`src/kiss_frame_deframer_defines.svh`:
```
// ----------------------------------------------------------------------------
// KISS frame deframer assertion macros
// Concurrent checks clocked on clk and disabled while rst_n is low.
// ----------------------------------------------------------------------------
`ifndef KISS_FRAME_DEFRAMER_DEFINES_SVH
`define KISS_FRAME_DEFRAMER_DEFINES_SVH

`ifndef SYNTHESIS

// Check that a property holds at every clock edge out of reset.
`define KFD_ASSERT(label, prop, msg) \
    label: assert property (@(posedge clk) disable iff (!rst_n) (prop)) else $error(msg);

// Check that a condition never occurs.
`define KFD_ASSERT_NEVER(label, expr, msg) \
    label: assert property (@(posedge clk) disable iff (!rst_n) !(expr)) else $error(msg);

`else

`define KFD_ASSERT(label, prop, msg)
`define KFD_ASSERT_NEVER(label, expr, msg)

`endif

`endif

```
`src/kfd_pkg.sv`:
```
// ----------------------------------------------------------------------------
// KISS frame deframer package
// Shared constants, codes and word types of the deframer.
// ----------------------------------------------------------------------------
package kfd_pkg;

    // Largest number of stored bytes (command byte included) in one frame
    localparam int MAX_FRAME = 512;
    localparam int POS_W     = $clog2(MAX_FRAME + 1);

    localparam int KIND_W     = 2;
    localparam int BYTE_W     = 8;
    localparam int TIME_W     = 32;
    localparam int TIMEOUT_W  = 16;
    localparam int FLEN_W     = 9;
    localparam int CFG_IDX_W  = 2;
    localparam int CFG_DATA_W = 16;

    // Item kinds
    localparam logic [KIND_W-1:0] KIND_BYTE  = 2'd0;
    localparam logic [KIND_W-1:0] KIND_POLL  = 2'd1;
    localparam logic [KIND_W-1:0] KIND_RESET = 2'd2;

    // KISS special bytes
    localparam logic [BYTE_W-1:0] FEND_CODE  = 8'hC0;
    localparam logic [BYTE_W-1:0] FESC_CODE  = 8'hDB;
    localparam logic [BYTE_W-1:0] TFEND_CODE = 8'hDC;
    localparam logic [BYTE_W-1:0] TFESC_CODE = 8'hDD;

    // Command byte of a port 0 data frame
    localparam logic [BYTE_W-1:0] CMD_DATA_PORT0 = 8'h00;

    // Configuration register indexes
    localparam logic [CFG_IDX_W-1:0] CFG_DELIVER_ENABLE = 2'd0;
    localparam logic [CFG_IDX_W-1:0] CFG_IDLE_TIMEOUT   = 2'd1;

    localparam logic [TIMEOUT_W-1:0] IDLE_TIMEOUT_RESET = 16'd1000;

    typedef struct packed {
        logic [KIND_W-1:0] kind;
        logic [BYTE_W-1:0] byte_value;
        logic [TIME_W-1:0] now_ms;
    } kfd_in_t;

    typedef struct packed {
        logic              consumed;
        logic              data_valid;
        logic [BYTE_W-1:0] data_byte;
        logic              frame_end;
        logic              frame_ok;
        logic [FLEN_W-1:0] frame_length;
        logic              aborted;
    } kfd_out_t;

endpackage

```
`src/kiss_frame_deframer.sv`:
```
// ----------------------------------------------------------------------------
// KISS frame deframer: res_valid rises once the result queue holds a result word.
// One word per cycle while the queue has room, set by kfd_core's single-pass step.
// rst_n clears frame state, config registers and queues; no clearing pass.
// ----------------------------------------------------------------------------
module kiss_frame_deframer
    import kfd_pkg::*;
(
    input  logic                  clk,
    input  logic                  rst_n,
    // Input channel: received bytes, poll ticks, reset requests
    input  logic                  rx_valid,
    output logic                  rx_stall,
    input  kfd_in_t               rx_word,
    // Result channel: one result word per input word
    output logic                  res_valid,
    input  logic                  res_stall,
    output kfd_out_t              res_word,
    // Configuration write port
    input  logic                  cfg_we,
    input  logic [CFG_IDX_W-1:0]  cfg_index,
    input  logic [CFG_DATA_W-1:0] cfg_data
);

    // Structure:
    //   rx_word -> input register -> kfd_core step logic -> kfd_out_fifo -> res_word
    // The input register captures one word per cycle unless it holds a blocked
    // word. The step fires when the input register holds a word and the result
    // queue has room; the core then updates its frame state and pushes exactly
    // one result word. The result queue is two deep and its room flag comes
    // from its count alone, so res_stall never reaches rx_stall through logic
    // and a queue holding one word still lets a word through every cycle.

    kfd_in_t  in_word_reg;
    logic     in_valid_reg, in_valid_next;
    logic     fifo_room;
    logic     advance;
    kfd_out_t step_result;

    // Advance the held word when the queue can take its result
    assign advance  = in_valid_reg && fifo_room;
    // Hold the source only while a word sits blocked in the input register
    assign rx_stall = in_valid_reg && !fifo_room;

    assign in_valid_next = (rx_valid && !rx_stall) ? 1'b1
                         : (advance ? 1'b0 : in_valid_reg);

    always_ff @(posedge clk or negedge rst_n)
    begin
        if (!rst_n)
        begin
            in_valid_reg <= 1'b0;
        end
        else
        begin
            in_valid_reg <= in_valid_next;
        end
    end

    // Capture the payload on every accepted word
    always_ff @(posedge clk)
    begin
        if (rx_valid && !rx_stall)
        begin
            in_word_reg <= rx_word;
        end
    end

    kfd_core u_core (
        .clk       (clk),
        .rst_n     (rst_n),
        .cfg_we    (cfg_we),
        .cfg_index (cfg_index),
        .cfg_data  (cfg_data),
        .step_en   (advance),
        .item      (in_word_reg),
        .result    (step_result)
    );

    kfd_out_fifo u_out_fifo (
        .clk       (clk),
        .rst_n     (rst_n),
        .push      (advance),
        .push_word (step_result),
        .room      (fifo_room),
        .res_valid (res_valid),
        .res_stall (res_stall),
        .res_word  (res_word)
    );

endmodule

```
`src/kfd_core.sv`:
```
// ----------------------------------------------------------------------------
// KISS deframer core
// Frame state registers, configuration registers and the per-word step logic.
// ----------------------------------------------------------------------------
`include "kiss_frame_deframer_defines.svh"

module kfd_core
    import kfd_pkg::*;
(
    input  logic                  clk,
    input  logic                  rst_n,
    input  logic                  cfg_we,
    input  logic [CFG_IDX_W-1:0]  cfg_index,
    input  logic [CFG_DATA_W-1:0] cfg_data,
    input  logic                  step_en,
    input  kfd_in_t               item,
    output kfd_out_t              result
);

    localparam int LEN_TMP_W = (POS_W > FLEN_W) ? POS_W : FLEN_W;

    logic                 deliver_enable_reg;
    logic [TIMEOUT_W-1:0] idle_timeout_reg;

    logic              in_frame_reg,       in_frame_next;
    logic              escape_pending_reg, escape_pending_next;
    logic              overrun_reg,        overrun_next;
    logic [POS_W-1:0]  byte_position_reg,  byte_position_next;
    logic [BYTE_W-1:0] command_byte_reg,   command_byte_next;
    logic [TIME_W-1:0] last_byte_time_reg, last_byte_time_next;

    logic [TIME_W-1:0]    elapsed;
    logic                 timed_out;
    logic [BYTE_W-1:0]    byte_eff;
    logic                 store;
    logic [POS_W-1:0]     len_m1;
    logic [LEN_TMP_W-1:0] len_tmp;
    logic                 verdict_ok;

    // Configuration registers
    always_ff @(posedge clk or negedge rst_n)
    begin
        if (!rst_n)
        begin
            deliver_enable_reg <= 1'b0;
            idle_timeout_reg   <= IDLE_TIMEOUT_RESET;
        end
        else if (cfg_we)
        begin
            case (cfg_index)
                CFG_DELIVER_ENABLE: deliver_enable_reg <= cfg_data[0];
                CFG_IDLE_TIMEOUT:   idle_timeout_reg   <= cfg_data[TIMEOUT_W-1:0];
                default:            ;
            endcase
        end
    end

    // Shared terms of the step
    assign elapsed    = item.now_ms - last_byte_time_reg;
    assign timed_out  = elapsed >= TIME_W'(idle_timeout_reg);
    assign len_m1     = (byte_position_reg == '0) ? '0 : byte_position_reg - 1'b1;
    assign len_tmp    = LEN_TMP_W'(len_m1);
    assign verdict_ok = !overrun_reg
                        && (byte_position_reg >= POS_W'(2))
                        && (byte_position_reg <= POS_W'(MAX_FRAME))
                        && deliver_enable_reg
                        && (command_byte_reg == CMD_DATA_PORT0);

    always_comb
    begin
        in_frame_next       = in_frame_reg;
        escape_pending_next = escape_pending_reg;
        overrun_next        = overrun_reg;
        byte_position_next  = byte_position_reg;
        command_byte_next   = command_byte_reg;
        last_byte_time_next = last_byte_time_reg;
        result              = '0;
        byte_eff            = item.byte_value;
        store               = 1'b0;

        case (item.kind)
            KIND_BYTE:
            begin
                last_byte_time_next = item.now_ms;
                if (item.byte_value == FEND_CODE)
                begin
                    if (in_frame_reg)
                    begin
                        result.frame_end    = 1'b1;
                        result.frame_ok     = verdict_ok;
                        result.frame_length = len_tmp[FLEN_W-1:0];
                    end
                    // Close whatever was open and start a new frame
                    in_frame_next       = 1'b1;
                    escape_pending_next = 1'b0;
                    overrun_next        = 1'b0;
                    byte_position_next  = '0;
                    result.consumed     = 1'b1;
                end
                else if (in_frame_reg)
                begin
                    result.consumed = 1'b1;
                    store           = 1'b1;
                    if (escape_pending_reg)
                    begin
                        escape_pending_next = 1'b0;
                        if (item.byte_value == TFEND_CODE)
                        begin
                            byte_eff = FEND_CODE;
                        end
                        else if (item.byte_value == TFESC_CODE)
                        begin
                            byte_eff = FESC_CODE;
                        end
                    end
                    else if (item.byte_value == FESC_CODE)
                    begin
                        escape_pending_next = 1'b1;
                        store               = 1'b0;
                    end

                    if (store)
                    begin
                        if (byte_position_reg >= POS_W'(MAX_FRAME))
                        begin
                            overrun_next = 1'b1;
                        end
                        else
                        begin
                            if (byte_position_reg == '0)
                            begin
                                command_byte_next = byte_eff;
                            end
                            else
                            begin
                                result.data_valid = 1'b1;
                                result.data_byte  = byte_eff;
                            end
                            byte_position_next = byte_position_reg + 1'b1;
                        end
                    end
                end
            end

            KIND_POLL:
            begin
                if ((in_frame_reg || escape_pending_reg) && timed_out)
                begin
                    in_frame_next       = 1'b0;
                    escape_pending_next = 1'b0;
                    overrun_next        = 1'b0;
                    byte_position_next  = '0;
                    last_byte_time_next = item.now_ms;
                    result.aborted      = 1'b1;
                end
            end

            KIND_RESET:
            begin
                result.aborted      = in_frame_reg || escape_pending_reg;
                in_frame_next       = 1'b0;
                escape_pending_next = 1'b0;
                overrun_next        = 1'b0;
                byte_position_next  = '0;
            end

            default: ;
        endcase
    end

    always_ff @(posedge clk or negedge rst_n)
    begin
        if (!rst_n)
        begin
            in_frame_reg       <= 1'b0;
            escape_pending_reg <= 1'b0;
            overrun_reg        <= 1'b0;
            byte_position_reg  <= '0;
            command_byte_reg   <= '0;
            last_byte_time_reg <= '0;
        end
        else if (step_en)
        begin
            in_frame_reg       <= in_frame_next;
            escape_pending_reg <= escape_pending_next;
            overrun_reg        <= overrun_next;
            byte_position_reg  <= byte_position_next;
            command_byte_reg   <= command_byte_next;
            last_byte_time_reg <= last_byte_time_next;
        end
    end

    `KFD_ASSERT(a_escape_needs_frame, escape_pending_reg |-> in_frame_reg, "escape pending outside a frame")
    `KFD_ASSERT(a_overrun_at_limit, overrun_reg |-> (byte_position_reg == POS_W'(MAX_FRAME)), "overrun below frame limit")
    `KFD_ASSERT_NEVER(a_position_range, byte_position_reg > POS_W'(MAX_FRAME), "byte position past frame limit")
    `KFD_ASSERT(a_reset_closes, (step_en && item.kind == KIND_RESET) |=> !in_frame_reg, "frame still open after reset request")
    `KFD_ASSERT_NEVER(a_ok_without_end, step_en && result.frame_ok && !result.frame_end, "frame verdict without frame end")

endmodule

```
`src/kfd_out_fifo.sv`:
```
// ----------------------------------------------------------------------------
// KISS deframer result buffer
// Two-entry result queue; room depends on the stored count only.
// ----------------------------------------------------------------------------
module kfd_out_fifo
    import kfd_pkg::*;
(
    input  logic     clk,
    input  logic     rst_n,
    input  logic     push,
    input  kfd_out_t push_word,
    output logic     room,
    output logic     res_valid,
    input  logic     res_stall,
    output kfd_out_t res_word
);

    kfd_out_t   mem_reg [2];
    logic       wr_ptr_reg, wr_ptr_next;
    logic       rd_ptr_reg, rd_ptr_next;
    logic [1:0] count_reg,  count_next;
    logic       pop;

    assign room      = (count_reg != 2'd2);
    assign res_valid = (count_reg != 2'd0);
    assign res_word  = mem_reg[rd_ptr_reg];
    assign pop       = res_valid && !res_stall;

    always_comb
    begin
        wr_ptr_next = push ? ~wr_ptr_reg : wr_ptr_reg;
        rd_ptr_next = pop  ? ~rd_ptr_reg : rd_ptr_reg;
        count_next  = count_reg + {1'b0, push} - {1'b0, pop};
    end

    // Payload storage, no reset needed
    always_ff @(posedge clk)
    begin
        if (push)
        begin
            mem_reg[wr_ptr_reg] <= push_word;
        end
    end

    always_ff @(posedge clk or negedge rst_n)
    begin
        if (!rst_n)
        begin
            wr_ptr_reg <= 1'b0;
            rd_ptr_reg <= 1'b0;
            count_reg  <= 2'd0;
        end
        else
        begin
            wr_ptr_reg <= wr_ptr_next;
            rd_ptr_reg <= rd_ptr_next;
            count_reg  <= count_next;
        end
    end

endmodule

```
`config.mk`:
```
export PLATFORM = sky130hd
export DESIGN_NAME = kiss_frame_deframer
export DESIGN_NICKNAME = d
export VERILOG_FILES = /design/src/kfd_pkg.sv /design/src/kiss_frame_deframer.sv /design/src/kfd_core.sv /design/src/kfd_out_fifo.sv
export VERILOG_INCLUDE_DIRS = /design/src /design/src/src
export SDC_FILE = /design/constraint.sdc
export NUM_CORES = 1
export LEC_CHECK = 0
export BUFFER_PORTS_ARGS = -buffer_cell sky130_fd_sc_hd__clkbuf_2
export CAP_MARGIN = 30
export CORE_MARGIN = 1.5
export CORE_UTILIZATION = 29
export DETAILED_ROUTE_END_ITERATION = 8
export GPL_TIMING_DRIVEN = 0
export SLEW_MARGIN = 5
export SYNTH_ARGS = -nofsm -noshare
export SYNTH_HDL_FRONTEND = slang
export SYNTH_SLANG_ARGS = --single-unit
```
`constraint.sdc`:
```
create_clock -name clk -period 4.7 [get_ports clk]
set_clock_uncertainty 0.2 [all_clocks]
set_input_delay 0.705 -clock clk [delete_from_list [all_inputs] [get_ports clk]]
set_output_delay 0.705 -clock clk [all_outputs]
set_load 0.05 [all_outputs]
```
# Yosys cells after proc, flatten, opt, wreduce, memory -nomap -nowiden
# Memory sizes are Yosys's and may differ from the RTL's.
# Cells that the tools add are included.
[word_totals]
ram_bits = 44
memories = 1
reg_bits = 117
[classes]
n_addsub = 5
eq_ne = 14
muxes = 45
reduce_logical = 30
magnitude_cmp = 4
n_bitwise = 4
[memory_table]
columns = ["memory", "depth", "width", "rd", "rd_clocked_by_memory_dff", "write_ports", "line", "rtl"]
rows = [
  ["u_out_fifo.mem_reg", 2, 22, 1, 0, 1, "kfd_out_fifo.sv:18", "kfd_out_t mem_reg [2];"],
]
[op_table]
columns = ["operator", "count"]
rows = [
  ["32-bit one-hot mux with 2 select lines", 1],
  ["10-bit two-way mux", 6],
  ["9-bit two-way mux", 5],
  ["8-bit equality test (second input constant)", 4],
  ["32-bit by 16-bit greater-or-equal comparator with 1-bit output", 1],
  ["32-bit two-way mux", 1],
  ["32-bit subtractor", 1],
  ["10-bit one-hot mux with 3 select lines", 1],
  ["8-bit two-way mux", 3],
  ["11-bit two-way mux", 2],
  ["1-bit two-way mux", 21],
  ["21-bit two-way mux", 1],
  ["6-bit AND reduction", 2],
  ["10-bit by 1-bit adder with 10-bit output (second input constant)", 1],
  ["10-bit greater-or-equal comparator (second input constant)", 1],
  ["10-bit by 2-bit greater-or-equal comparator with 1-bit output (second input constant)", 1],
  ["10-bit less-or-equal comparator (second input constant)", 1],
  ["10-bit logical NOT", 1],
  ["1-bit logical AND", 9],
  ["1-bit one-hot mux with 3 select lines", 3],
  ["9-bit by 1-bit subtractor with 9-bit output (second input constant)", 1],
  ["8-bit logical NOT", 1],
  ["4-bit AND reduction", 2],
  ["7-bit AND reduction", 1],
  ["other kinds (17)", 31],
]

# Depth between registers and ports, before layout
[depth]
word_depth = 10
mapped_depth = 23
mapped_depth_nobuf = 21

# Cells and area by module
# From an unflattened synthesis, not the netlist that was laid out.
[hier_totals]
hier_cells = 793
area_unflattened_um2 = 9009.9
[modules_own_cells]
columns = ["module", "instances", "cells_per_inst", "area_per_inst_um2"]
rows = [
  ["kfd_core", 1, 659, 5891.9],
  ["kfd_out_fifo", 1, 86, 1793.0],
  ["kiss_frame_deframer", 1, 48, 1325.0],
]

# Least setup slack after synthesis
# Ideal clock, no wire load.
[synth_timing]
kind = "reg-to-reg"
from = "reg in_word_reg[7] (netlist bit)"
to = "reg u_core.escape_pending_reg"
synth_period_minus_slack_ns = 4.473
setup_slack_ns = 0.227
t_arrival_ns = 4.146
path_buffers = 1
path_stages_with_launch = 20
cell_sequence = "edfxtp_1 > ha_1 > nand4_1 > or3_1 > a21o_1 > and2_1 > o21ai_0 > xor2_1 > ha_1 > nand4_1 > nor3_1 > o2bb2ai_1 > a211o_1 > a2111oi_0 > and4b_1 > nand4_1 > o21a_1 > buf_6 > o221ai_1 > mux2_1"
[synth_via]
elab_chain_cells = 5
[synth_lines]
columns = ["item", "line", "rtl"]
rows = [
  ["start, declared", "kiss_frame_deframer.sv:34", "kfd_in_t in_word_reg;"],
  ["start signal, assigned", "kiss_frame_deframer.sv:65", "in_word_reg <= rx_word;"],
  ["32-bit subtractor", "kfd_core.sv:59", "assign elapsed = item.now_ms - last_byte_time_reg;"],
  ["32-bit by 16-bit greater-or-equal comparator with 1-bit output", "kfd_core.sv:60", "assign timed_out = elapsed >= TIME_W'(idle_timeout_reg);"],
  ["1-bit logical AND", "kfd_core.sv:147", "if ((in_frame_reg || escape_pending_reg) && timed_out)"],
  ["2-bit by 1-bit inequality test with 1-bit output (no line)", "n/a", ""],
  ["4-bit AND reduction (no line)", "n/a", ""],
  ["end signal, assigned", "kfd_core.sv:185", "escape_pending_reg <= escape_pending_next;"],
  ["end, declared", "kfd_core.sv:26", "logic escape_pending_reg, escape_pending_next;"],
]
# Every way passes these cells.
# A chain may end at the register's enable or synchronous reset.

# Worst setup path in the final report
[layout_timing]
from = "reg in_word_reg[10] (netlist bit)"
to = "reg u_core.byte_position_reg[8]"
[layout_via]
elab_chain_cells = 5
[layout_lines]
columns = ["item", "line", "rtl"]
rows = [
  ["32-bit subtractor", "kfd_core.sv:59", ""],
  ["32-bit by 16-bit greater-or-equal comparator with 1-bit output", "kfd_core.sv:60", ""],
  ["1-bit logical AND", "kfd_core.sv:147", ""],
  ["2-bit by 1-bit inequality test with 1-bit output (no line)", "n/a", ""],
  ["6-bit AND reduction (no line)", "n/a", ""],
  ["end signal, assigned", "kfd_core.sv:187", "byte_position_reg <= byte_position_next;"],
  ["end, declared", "kfd_core.sv:28", "logic [POS_W-1:0] byte_position_reg, byte_position_next;"],
]
# Every way passes these cells.

==> reports/metrics.yaml <==
status: "complete, but fails checks"
violations: "negative setup slack"
syn_to_final_growth_pct: 21.3
synth.ff_latch_count: 161
via_per_inst: 5.13
first_global_vias: 7944
ys_types: 72
fin_area_um2: 11800
largest_register_ffs: 44
clock_power_share_pct: 17.6
synth_compound_area_share_pct: 17.4
synth_top_family_by_area: "compound AO/OA/AOI/OAI gates"
die-area_um2: 34600
route.detailed.wl_per_inst_um: 16.8
dp_hpwl_um: 19200
ioPinCount: 89
p_sw_share_pct: 45.1
cp.arrival_ps: 4960
dr.pass1.iters: 5
worst_slew_pin_slew_ps: 1040
p_leak_nw: 4.89
synth_fp_nets: 1110
p_per_area_nw_per_um2: 657
grt.total_usage_pct: 15.6
drc_errors: 0
clk_pin_slew_ps: 70
vias: 8068
path_max_fanout: 6
fin_nets: 1239
synth-main-ff-cell: "edfxtp_1"
worstSetupPathType: "register to register"
p_sw_mw: 3.49
cts_max_level: 4
ys_seq_area_share_pct: 46.0
synth_most_common_cell: "nand2_1"
synth_edf_count: 86
die_w_um: 186
synth_top_cell_by_area: "edfxtp_1"
num_antenna_cells: 0
synth-xor-area-share_pct: 2.26
yosysTopAreaCellShare_pct: 26.6
rows: 66
yosys.area_share.adder_pct: 7.43
start_kind: "register"
period_needed_ps: 4830
cts_hold_buf: 0
setup_ws_ps: -133
cts_made_buffers: 17
insertion_delay_ps: 440
drv_slew: 0
coreArea_um2: 32700
synth_common_cells: "nand2_1, edfxtp_1, nor2_1"
wirelength_um: 26300
r2r_slack_ps: -130
vdd_drop_max_v: 0.000338
yosysWarningCount: 0
fmax_mhz: 207
combPwrFrac_pct: 54.7
drv_cap: 0
die_h_um: 186
r2r-end: "u_core.byte_position_reg[8]"
p_seq_share_pct: 27.7
antenna_found_initial: 0
synthMuxAreaShare_pct: 5.29
clock-sinks: 161
grt_overflow: 0
synth.area.top_cells: "edfxtp_1, dfrtp_1, ha_1"
post-route-util_pct: 36.0
reg2reg_from: "in_word_reg[10]"
ctsLongestPathBuffers: 2
worst_ep_required_time_ps: 4830
end_kind: "register"
rsz0062_at_grt: "yes"
p_int_mw: 4.25
drive_gt1_share_pct: 21.6
cts_tree: "built"
synth.avg_cell_area_um2: 9.82
grt_pass1_wl_um: 41700
synth_area_um2: 9700
cts-root-buf: "clkbuf_16"
place_ws_ps: -786
finalSetupViolCount: 36
finalHoldViolCount: 0
grt_max_degree: 46
portBuffers: 88
ff2ff_path_depth: 20
setup_tns_ps: -1300
total_power_mw: 7.74
place_area_um2: 10800
syn-instance-count: 988
yosys.area_share.simple_pct: 16.6
timing.final.crit_share_pct: 103
drtAntennaViolNets: 0
initial_core_util_pct: 29.7
slew_headroom_pct: 30.1
place_congestion: 0.882
async_flop_share_pct: 46.6
drtIter0Drc: 550
hp-class: "input pin to asynchronous set/reset pin"
==> cell type report <==
type,instances,area [um^2]
plain buffers,52,238
flip-flops and latches,161,4470
clock buffers,19,443
multi-input cells,704,5010
fillers,3348,20900
inverters,71,267
well taps,442,553
repair buffers,110,677
clock inverters,13,123
==> placed cells by master, fill, tap and decap left out, types with 7 or more instances in the layout <==
cell type / instances
nand2_1: 106
clkbuf_2: 87
edfxtp_1: 86
nor2_1: 74
inv_1: 71
dfrtp_1: 69
a21oi_1: 49
nand4_1: 48
ha_1: 46
o211ai_1: 44
mux2_2: 40
clkbuf_1: 39
a31oi_1: 36
o21ai_0: 26
buf_4: 22
nor3_1: 18
clkbuf_16: 18
xnor2_1: 14
nand3_1: 13
xor2_1: 11
o21a_1: 10
a21o_1: 10
nor3b_1: 9
or3_1: 8
and2_1: 8
ha_4: 7
==> critical path, cell delays in order, from the launching register on <==
cell	delay [ps]
edfxtp_1	450
ha_4	330
nand4_1	200
or3_1	370
a21o_1	190
and2_4	160
o21ai_2	120
xor2_1	170
ha_1	260
nand4_1	140
nor3_4	80
o2bb2ai_2	120
a211o_1	320
a2111oi_4	210
and4b_1	240
nand4_1	220
o21ai_2	310
buf_4	170
a21boi_4	80
buf_6	170
a22o_1	190
==> worst max-delay path by stage <==
stage / from / to / slack, ps / cells after the start
global route: in_word_reg[0] / u_core.byte_position_reg[8] / -330 / 22
detailed placement: in_word_reg[7] / u_core.last_byte_time_reg[13] / -790 / 20
global placement: in_word_reg[7] / u_core.overrun_reg / -710 / 18
floorplan: in_word_reg[7] / u_core.escape_pending_reg / 230 / 19
finish: in_word_reg[10] / u_core.byte_position_reg[8] / -130 / 20
CTS: in_word_reg[7] / u_core.escape_pending_reg / -200 / 19
==> stage by stage <==
step	hold WS [ps]	instances
2_1_floorplan	209	988
3_3_place_gp	262	1518
3_5_place_dp	267	1522
4_1_cts	52.0	1567
5_1_grt	86.5	1572
6_report	50.2	1572
==> logic make-up (layout without fill, tap and decap cells) <==
family / count (synthesis) / in the layout
simple gates: 332 / 332
compound gates: 244 / 244
flops: 161 / 161
buf+inv: 123 / 265
fa+ha+maj: 57 / 57
mux: 46 / 46
xor+xnor: 25 / 25
==> routing by layer <==
metal	track usage [%]	wire length [um]	vias to the layer above
met5	0	0	-
met1	20.5	12300	3922
li1	-	-	3913
met3	2.39	1120	31
met4	5.65	428	0
met2	26.0	12500	202
==> timing repair <==
action                     in CTS  in global routing
setup endpoints to repair      47                 47
buffers inserted               13                  4
pin swaps                      21                 20
cloned                          0                  1
resized for setup              36                 25
hold endpoints to repair        0                  0
==> power by group through the flow <==
stage	clock network, mW	registers, mW	logic (mW)
detailed placement	0	2.16	3.88
global placement	0	2.16	3.79
floorplan	0	2.10	2.94
CTS	1.40	2.14	4.09
global route	1.45	2.19	4.69
finish	1.36	2.14	4.24
Note: power is estimated with default switching activity, not from simulation.
